File: src/hdl/vsc_pkg.sv
// vsc_pkg: shared types and constants for the version string checker
// no dependencies; used by vsc_parser and version_string_checker
`timescale 1ns / 1ps

package vsc_pkg;

   localparam int CHAR_W  = 8;
   localparam int PHASE_W = 4;

   // parse phase codes
   localparam logic [PHASE_W-1:0] PH_MAJ_FIRST = 4'd0;
   localparam logic [PHASE_W-1:0] PH_MAJ_MORE  = 4'd1;
   localparam logic [PHASE_W-1:0] PH_MIN_FIRST = 4'd2;
   localparam logic [PHASE_W-1:0] PH_MIN_MORE  = 4'd3;
   localparam logic [PHASE_W-1:0] PH_PAT_FIRST = 4'd4;
   localparam logic [PHASE_W-1:0] PH_PAT_MORE  = 4'd5;
   localparam logic [PHASE_W-1:0] PH_SUF_FIRST = 4'd6;
   localparam logic [PHASE_W-1:0] PH_SUF_MORE  = 4'd7;
   localparam logic [PHASE_W-1:0] PH_ERROR     = 4'd8;

   // character constants
   localparam logic [CHAR_W-1:0] CH_NUL     = 8'h00;
   localparam logic [CHAR_W-1:0] CH_DOT     = 8'h2e;
   localparam logic [CHAR_W-1:0] CH_MINUS   = 8'h2d;
   localparam logic [CHAR_W-1:0] CH_PLUS    = 8'h2b;
   localparam logic [CHAR_W-1:0] CH_ZERO    = 8'h30;
   localparam logic [CHAR_W-1:0] CH_NINE    = 8'h39;
   localparam logic [CHAR_W-1:0] CH_UPPER_A = 8'h41;
   localparam logic [CHAR_W-1:0] CH_UPPER_Z = 8'h5a;
   localparam logic [CHAR_W-1:0] CH_LOWER_A = 8'h61;
   localparam logic [CHAR_W-1:0] CH_LOWER_Z = 8'h7a;

   // one byte stepping through the parser
   typedef struct packed {
      logic              step;
      logic [CHAR_W-1:0] ch;
   } vsc_step_type;

endpackage

File: src/hdl/vsc_parser.sv
// vsc_parser: phase register and per-byte transition logic
// depends on vsc_pkg
`timescale 1ns / 1ps

module vsc_parser (
   input  logic                 clock,
   input  logic                 reset,
   input  vsc_pkg::vsc_step_type step_in,
   output logic                 verdict
);
   import vsc_pkg::*;

   logic [PHASE_W-1:0] phase_ff, phase_in;
   logic               zero_ff, zero_in;
   logic               is_dec, is_suffix;
   logic [CHAR_W-1:0]  c;

   assign c = step_in.ch;

   always_comb begin
      is_dec    = c inside {[CH_ZERO:CH_NINE]};
      is_suffix = c inside {[CH_ZERO:CH_NINE], [CH_UPPER_A:CH_UPPER_Z],
                            [CH_LOWER_A:CH_LOWER_Z], CH_MINUS, CH_DOT};
   end

   // verdict of a terminator seen in the current phase
   assign verdict = (phase_ff == PH_PAT_MORE) || (phase_ff == PH_SUF_MORE);

   always_comb begin
      phase_in = phase_ff;
      zero_in  = zero_ff;
      if (c == CH_NUL) begin
         phase_in = PH_MAJ_FIRST;
         zero_in  = 1'b0;
      end else begin
         case (phase_ff)
            PH_MAJ_FIRST, PH_MIN_FIRST, PH_PAT_FIRST: begin
               if (is_dec) begin
                  phase_in = phase_ff + 4'd1;
                  zero_in  = (c == CH_ZERO);
               end else begin
                  phase_in = PH_ERROR;
               end
            end
            PH_MAJ_MORE, PH_MIN_MORE: begin
               if (is_dec) begin
                  phase_in = zero_ff ? PH_ERROR : phase_ff;
               end else if (c == CH_DOT) begin
                  phase_in = phase_ff + 4'd1;
               end else begin
                  phase_in = PH_ERROR;
               end
            end
            PH_PAT_MORE: begin
               if (is_dec) begin
                  phase_in = zero_ff ? PH_ERROR : phase_ff;
               end else if (c == CH_MINUS || c == CH_PLUS) begin
                  phase_in = PH_SUF_FIRST;
               end else begin
                  phase_in = PH_ERROR;
               end
            end
            PH_SUF_FIRST, PH_SUF_MORE: begin
               phase_in = is_suffix ? PH_SUF_MORE : PH_ERROR;
            end
            default: begin
               phase_in = PH_ERROR;
            end
         endcase
      end
   end

   always_ff @(posedge clock) begin
      if (reset) begin
         phase_ff <= PH_MAJ_FIRST;
         zero_ff  <= 1'b0;
      end else if (step_in.step) begin
         phase_ff <= phase_in;
         zero_ff  <= zero_in;
      end
   end

endmodule

File: config.mk
export PLATFORM = sky130hd
export DESIGN_NAME = vsc_parser
export DESIGN_NICKNAME = d
export VERILOG_FILES = /design/src/hdl/vsc_pkg.sv /design/src/hdl/vsc_parser.sv
export SDC_FILE = /design/constraint.sdc
export NUM_CORES = 1
export LEC_CHECK = 0
export BUFFER_PORTS_ARGS = -buffer_cell sky130_fd_sc_hd__buf_2
export CORE_AREA = 2 2 39 41
export DETAILED_ROUTE_END_ITERATION = 8
export DIE_AREA = 0 0 41 43
export PLACE_DENSITY = 0.8
export SYNTH_ARGS = -nofsm -noshare
export SYNTH_HDL_FRONTEND = slang
export SYNTH_SLANG_ARGS = --single-unit
File: constraint.sdc
create_clock -name clock -period 2.83 [get_ports clock]
set_clock_uncertainty 0.15 [all_clocks]
set_input_delay 0 -clock clock [delete_from_list [all_inputs] [get_ports clock]]
set_output_delay 0 -clock clock [all_outputs]
set_load 0.01 [all_outputs]
* Yosys cells after proc, flatten, opt, wreduce, memory -nomap -nowiden
Cells that the tools add are included.
** Operators by class
- Add/subtract/negate cells :: 1
- Multiplexer cells :: 12
- Reduce and logical (&&, ||, !) cells :: 14
- Magnitude comparators :: 6
- Equality and inequality tests :: 11
** Operator list (number)
- 8-bit by 6-bit equality test with 1-bit output (second input constant) :: 4
- 4-bit 2-to-1 mux :: 8
- 4-bit by 3-bit equality test with 1-bit output (second input constant) :: 4
- 8-bit by 7-bit greater-or-equal comparator with 1-bit output (second input constant) :: 2
- 8-bit by 7-bit <= comparator with 1-bit output (second input constant) :: 2
- 4-bit one-hot mux with 4 select lines :: 1
- 4-bit by 2-bit equality test with 1-bit output (second input constant) :: 2
- 8-bit by 6-bit greater-or-equal comparator with 1-bit output (second input constant) :: 1
- 8-bit by 6-bit <= comparator with 1-bit output (second input constant) :: 1
- 8-bit zero test :: 1
- 5-bit nonzero test :: 1
- 4-bit by 1-bit adder with 4-bit output (second input constant) :: 1
- 4-bit by 1-bit equality test with 1-bit output (second input constant) :: 1
- 4-bit zero test :: 1
- 2-bit nonzero test :: 2
- 2-bit OR reduction :: 2
- 1-bit logical AND :: 3
- 1-bit 2-to-1 mux :: 3
- 3-bit AND reduction :: 1
- 3-bit OR reduction :: 1
- 1-bit logical OR :: 2
** Storage, ports and cells
- Output and inout bits :: 1
- Input bits :: 11
- Flip-flop bits (word level) :: 5

* Logic depth before layout (Yosys ltp)
- Depth in word-level cells :: 6
- Gate-level depth with buffers :: 7
- Mapped depth without buffers :: 7

* Worst setup path before layout
No wires, ideal clock.
- Kind :: reg2reg
- Start point :: register phase_ff[0]
- End point :: register phase_ff[0]
- Clock period less this slack :: 1.904 ns
- Arrival time :: 1.668 ns
- Cell stages (with the launch flop) :: 7
- Buffers on the path :: 0
- Library setup time :: 0.086 ns
- Setup slack :: 0.926 ns
- Cells stage by stage :: dfxtp_1 > ha_1 > nor2b_1 > o21ai_0 > o311ai_0 > o31ai_1 > a221oi_2
** On the way
- Longest elaborated chain between the ends :: 5
- Elaborated cells between the ends (all ways) :: 19
- Those cells by class :: add/sub: 1; eq/ne: 7; mux: 7; reduce/logical: 4
** RTL lines
- start: declaration :: RTL line vsc_parser.sv:13 : logic [PHASE_W-1:0] phase_ff, phase_in;
- start signal: assignment :: RTL line vsc_parser.sv:78 : phase_ff <= phase_in;
- 4-bit by 1-bit adder with 4-bit output :: RTL line vsc_parser.sv:39, vsc_parser.sv:49
- 4-bit 2-to-1 mux :: RTL line vsc_parser.sv:48 : end else if (c == CH_DOT) begin
- 4-bit 2-to-1 mux :: RTL line vsc_parser.sv:46 : if (is_dec) begin
- 4-bit one-hot mux with 4 select lines (*) :: RTL line vsc_parser.sv:36 : case (phase_ff)
- 4-bit 2-to-1 mux (*) :: RTL line vsc_parser.sv:32 : if (c == CH_NUL) begin
Every way passes the cells marked *; elsewhere a longest branch is shown, timed or not.
A chain may end at the register's enable or synchronous reset.

* Worst setup path after layout
Same ends and word-level chain as after synthesis.

==> impl_metrics.csv <==
group,metric,value,unit
outcome,status,"finished, final reports clean",
synth,synth_top_cell_by_area,"sky130_fd_sc_hd__dfxtp_1",
place,gp_congestion,1.09,
timing,timing.hold.ws,0.0644,ns
power,power.switching_fraction,0.320,
synth,synth_area,709,um^2
floorplanning,design.core.area,1380,um^2
min_path,timing.hold.worst_endpoint,"phase_ff[3]",
timing,setup-tns-final,0,ns
run,number_of_maximum_capacitance_violations,0,
global_route,grt_util_met1,0.356,
floorplanning,io-pin-count,12,
power,max-vdd-ir-drop,0.000208,V
min_path,worst_hold_startpoint,"step_in[5]",
clock_tree,post-cts-setup-buffers,0,
floorplanning,num_rows,14,
global_route,maximum_number_of_pins_on_one_net_before_global_route_repair,9,
timing,layout_worst_path_cycle_share,0.921,
floorplanning,design.die.area,1760,um^2
floorplanning,die_y,43,um
timing,timing.slew.headroom,0.651,
worst_setup_path,crit_path_start_kind,"flop",
timing,fmax,384,MHz
timing,setup_viol_count_final,0,
clock_tree,cts_max_path_buffers,2,
place,hpwl,1590,um
power,power.density_cell_area,264,nW/um^2
synth,netlist_instances,95,
global_route,globalRouteMet2Util,0.438,
worst_setup_path,crit_required,2.88,ns
drt,drtPass1Iterations,4,
timing,rsz0062_at_grt,"false",
finish,num-nets-final,128,
power,report.power.total,220,uW
global_route,first_global_vias,754,
finish,area_delta_synth_final,17.3,%
timing,worst_slew_pin_slew,0.519,ns
clock_tree,cts_root_buf,"sky130_fd_sc_hd__clkbuf_4",
floorplanning,initial_core_util,0.513,
floorplanning,die-width,41,um
synth,synthesis.nets,110,
global_route,grt_antenna_before_repair,0,
global_route,grt_use_total,0.280,
synth,syn_area_per_cell,7.47,um^2
drt,detail_route.iter0.violations,44,
finish,drive_above_1_share,0.188,
power,power_report.internal_total,149,uW
clock_tree,cts_tree,"done",
finish,finish.utilization,0.601,
worst_setup_path,data_arrival_time_at_the_worst_slack_endpoint,2.66,ns
worst_setup_path,worst-setup-path-type,"flop to flop",
clock_tree,clk_pin_slew_worst_paths,0.05,ns
clock_tree,clock-sinks,5,
synth,synth_top_area_frac,0.141,
worst_setup_path,rrSetupSlack,0.22,ns
power,clock_power_share,0.404,
drt,vias,842,
timing,post_route_minimum_period,2.61,ns
worst_setup_path,crit_path_max_fanout,7,
min_path,timing.hold.worst.class,"input port to flop",
min_path,depth_of_the_worst_hold_timing_path,3,
place,dpl_cell_area,773,um^2
global_route,grt.busiest_layer,"met2",
timing,finalHoldViolCount,0,
place,buffer_ports.inserted,11,
worst_setup_path,critical_path.reg2reg.startpoint,"phase_ff[0]",
synth,yosys_warnings,0,
synth,yosys.cell_types.count,43,
clock_tree,htree_levels,1,
drt,route.antenna.remaining_nets,0,
drt,wl,2040,um
global_route,global_route_wire_length_before_repair,3330,um
worst_setup_path,timing.rr.end,"phase_ff[0]",
worst_setup_path,timing.reg2reg.worst_path_depth,7,
drt,avgViaCountPerCell,6.58,
drt,route.detailed.wl_per_inst,15.9,um
finish,antenna_cells_inserted,0,
finish,post-route-cell-area,832,um^2
synth,synth.ff_latch_count,5,
power,total_switching_power,70.3,uW
worst_setup_path,end_kind,"flop",
power,power.share.combinational,0.253,
synth,part_of_the_yosys_area_used_for_sequential_elements,0.141,
global_route,gr-usage-met3,0.0157,
clock_tree,worstSkewPairLatency,0.26,ns
clock_tree,numCtsBuffers,3,
drt,drc,0,
synth,cell_types_with_the_largest_area_share_after_synthesis,"sky130_fd_sc_hd__dfxtp_1, sky130_fd_sc_hd__ha_1, sky130_fd_sc_hd__nor3_1, sky130_fd_sc_hd__nor2_1, sky130_fd_sc_hd__nor2b_1",
power,p_seq_frac,0.342,
timing,finalMaxSlewViolations,0,
power,total_leakage_power,0.282,nW
global_route,grt_overflow,0,
power groups by stage:
stage          logic [mW]  clock network [mW]  registers, mW
2_1_floorplan      0.0332                   0         0.0754
5_1_grt            0.0610              0.0946         0.0754
4_1_cts            0.0547              0.0903         0.0750
3_3_place_gp       0.0507                   0         0.0765
6_report           0.0556              0.0887         0.0751
3_5_place_dp       0.0522                   0         0.0764
synth_stat cells, drive strengths merged:
master   count
nand4bb      1
dfxtp        5
nor3         7
o21ai        8
and3b        1
a221oi       2
o32ai        1
nand2b       1
o211ai       1
buf          1
or4          1
o221ai       3
a21oi        4
o31a         1
a22oi        1
nor2b        5
nand3b       2
o21a         1
nand4        1
xor2         2
and4bb       1
nand2        8
inv          7
nor2         9
or3          1
a21boi       1
o311ai       3
nand3        2
nor4         1
a41oi        1
nand4b       1
o31ai        1
o311a        1
o2111a       1
ha           4
a21o         1
o22ai        1
or2          1
a31oi        1
flip-flops by register name, summed over array words and instances, names as in the netlist:
| name | flops |
|---|---|
| zero_ff | 1 |
| phase_ff | 4 |
worst max path at each step:
stage | from | endpoint | cells after the start
after detailed placement | phase_ff[0] | phase_ff[0] | 6
after floorplan | phase_ff[0] | phase_ff[0] | 6
after global routing | phase_ff[0] | phase_ff[0] | 7
after CTS | phase_ff[0] | phase_ff[0] | 7
final | phase_ff[0] | phase_ff[0] | 7
after global placement | phase_ff[0] | phase_ff[3] | 7
through the flow:
step	setup slack, ns	instances
finish	0.223	128
CTS	0.143	128
global route	0.0176	128
floorplan	0.926	95
global placement	0.788	121
detailed placement	0.699	121
what timing repair did:
item | in CTS | in global routing
hold endpoints to repair | 5 | 0
resized for setup | 0 | 2
hold buffers | 3 | 0
setup endpoints to repair | 0 | 1
logic make-up after synthesis:
family          after synthesis  synth area share
simple gates                 43             0.344
fa+ha+maj                     4            0.0705
flops                         5             0.141
xor+xnor                      2            0.0247
buf+inv                       8            0.0529
compound gates               33             0.367
critical path, cell delays in order, from the launching register on:
cell and delay [ns]:
sky130_fd_sc_hd__dfxtp_1 0.43, sky130_fd_sc_hd__ha_1 0.30, sky130_fd_sc_hd__nor2b_2 0.24, sky130_fd_sc_hd__o21ai_0 0.20, sky130_fd_sc_hd__o311ai_1 0.28, sky130_fd_sc_hd__o31ai_1 0.13
sky130_fd_sc_hd__a221oi_2 0.26, sky130_fd_sc_hd__dlygate4sd3_1 0.56
final cells by class:
cell class | instances | area, um^2
multi-input cells | 82 | 574
fillers | 130 | 552
flip-flops and latches | 5 | 100
repair buffers | 14 | 85.1
clock buffers | 4 | 26.3
inverters | 7 | 26.3
well taps | 16 | 20.0
routing by layer:
| metal | vias up | routed length (um) |
|---|---|---|
| li1 | 404 | - |
| met2 | 41 | 984 |
| met5 | - | 0 |
| met4 | 0 | 82 |
| met3 | 10 | 147 |
| met1 | 387 | 825 |
placed cells by master (no fill, tap or decap), types with 2 or more instances in the layout:
cell type                       count
sky130_fd_sc_hd__buf_2             11
sky130_fd_sc_hd__nor2_1             9
sky130_fd_sc_hd__nand2_1            8
sky130_fd_sc_hd__inv_1              7
sky130_fd_sc_hd__nor3_1             7
sky130_fd_sc_hd__o21ai_0            6
sky130_fd_sc_hd__dfxtp_1            5
sky130_fd_sc_hd__nor2b_1            4
sky130_fd_sc_hd__a21oi_1            4
sky130_fd_sc_hd__ha_1               4
sky130_fd_sc_hd__clkbuf_4           3
sky130_fd_sc_hd__dlygate4sd3_1      3
sky130_fd_sc_hd__xor2_1             2
sky130_fd_sc_hd__nand3b_1           2
sky130_fd_sc_hd__o21ai_1            2
sky130_fd_sc_hd__o221ai_1           2
sky130_fd_sc_hd__nand3_1            2
Power figures use the tool's default switching activity.
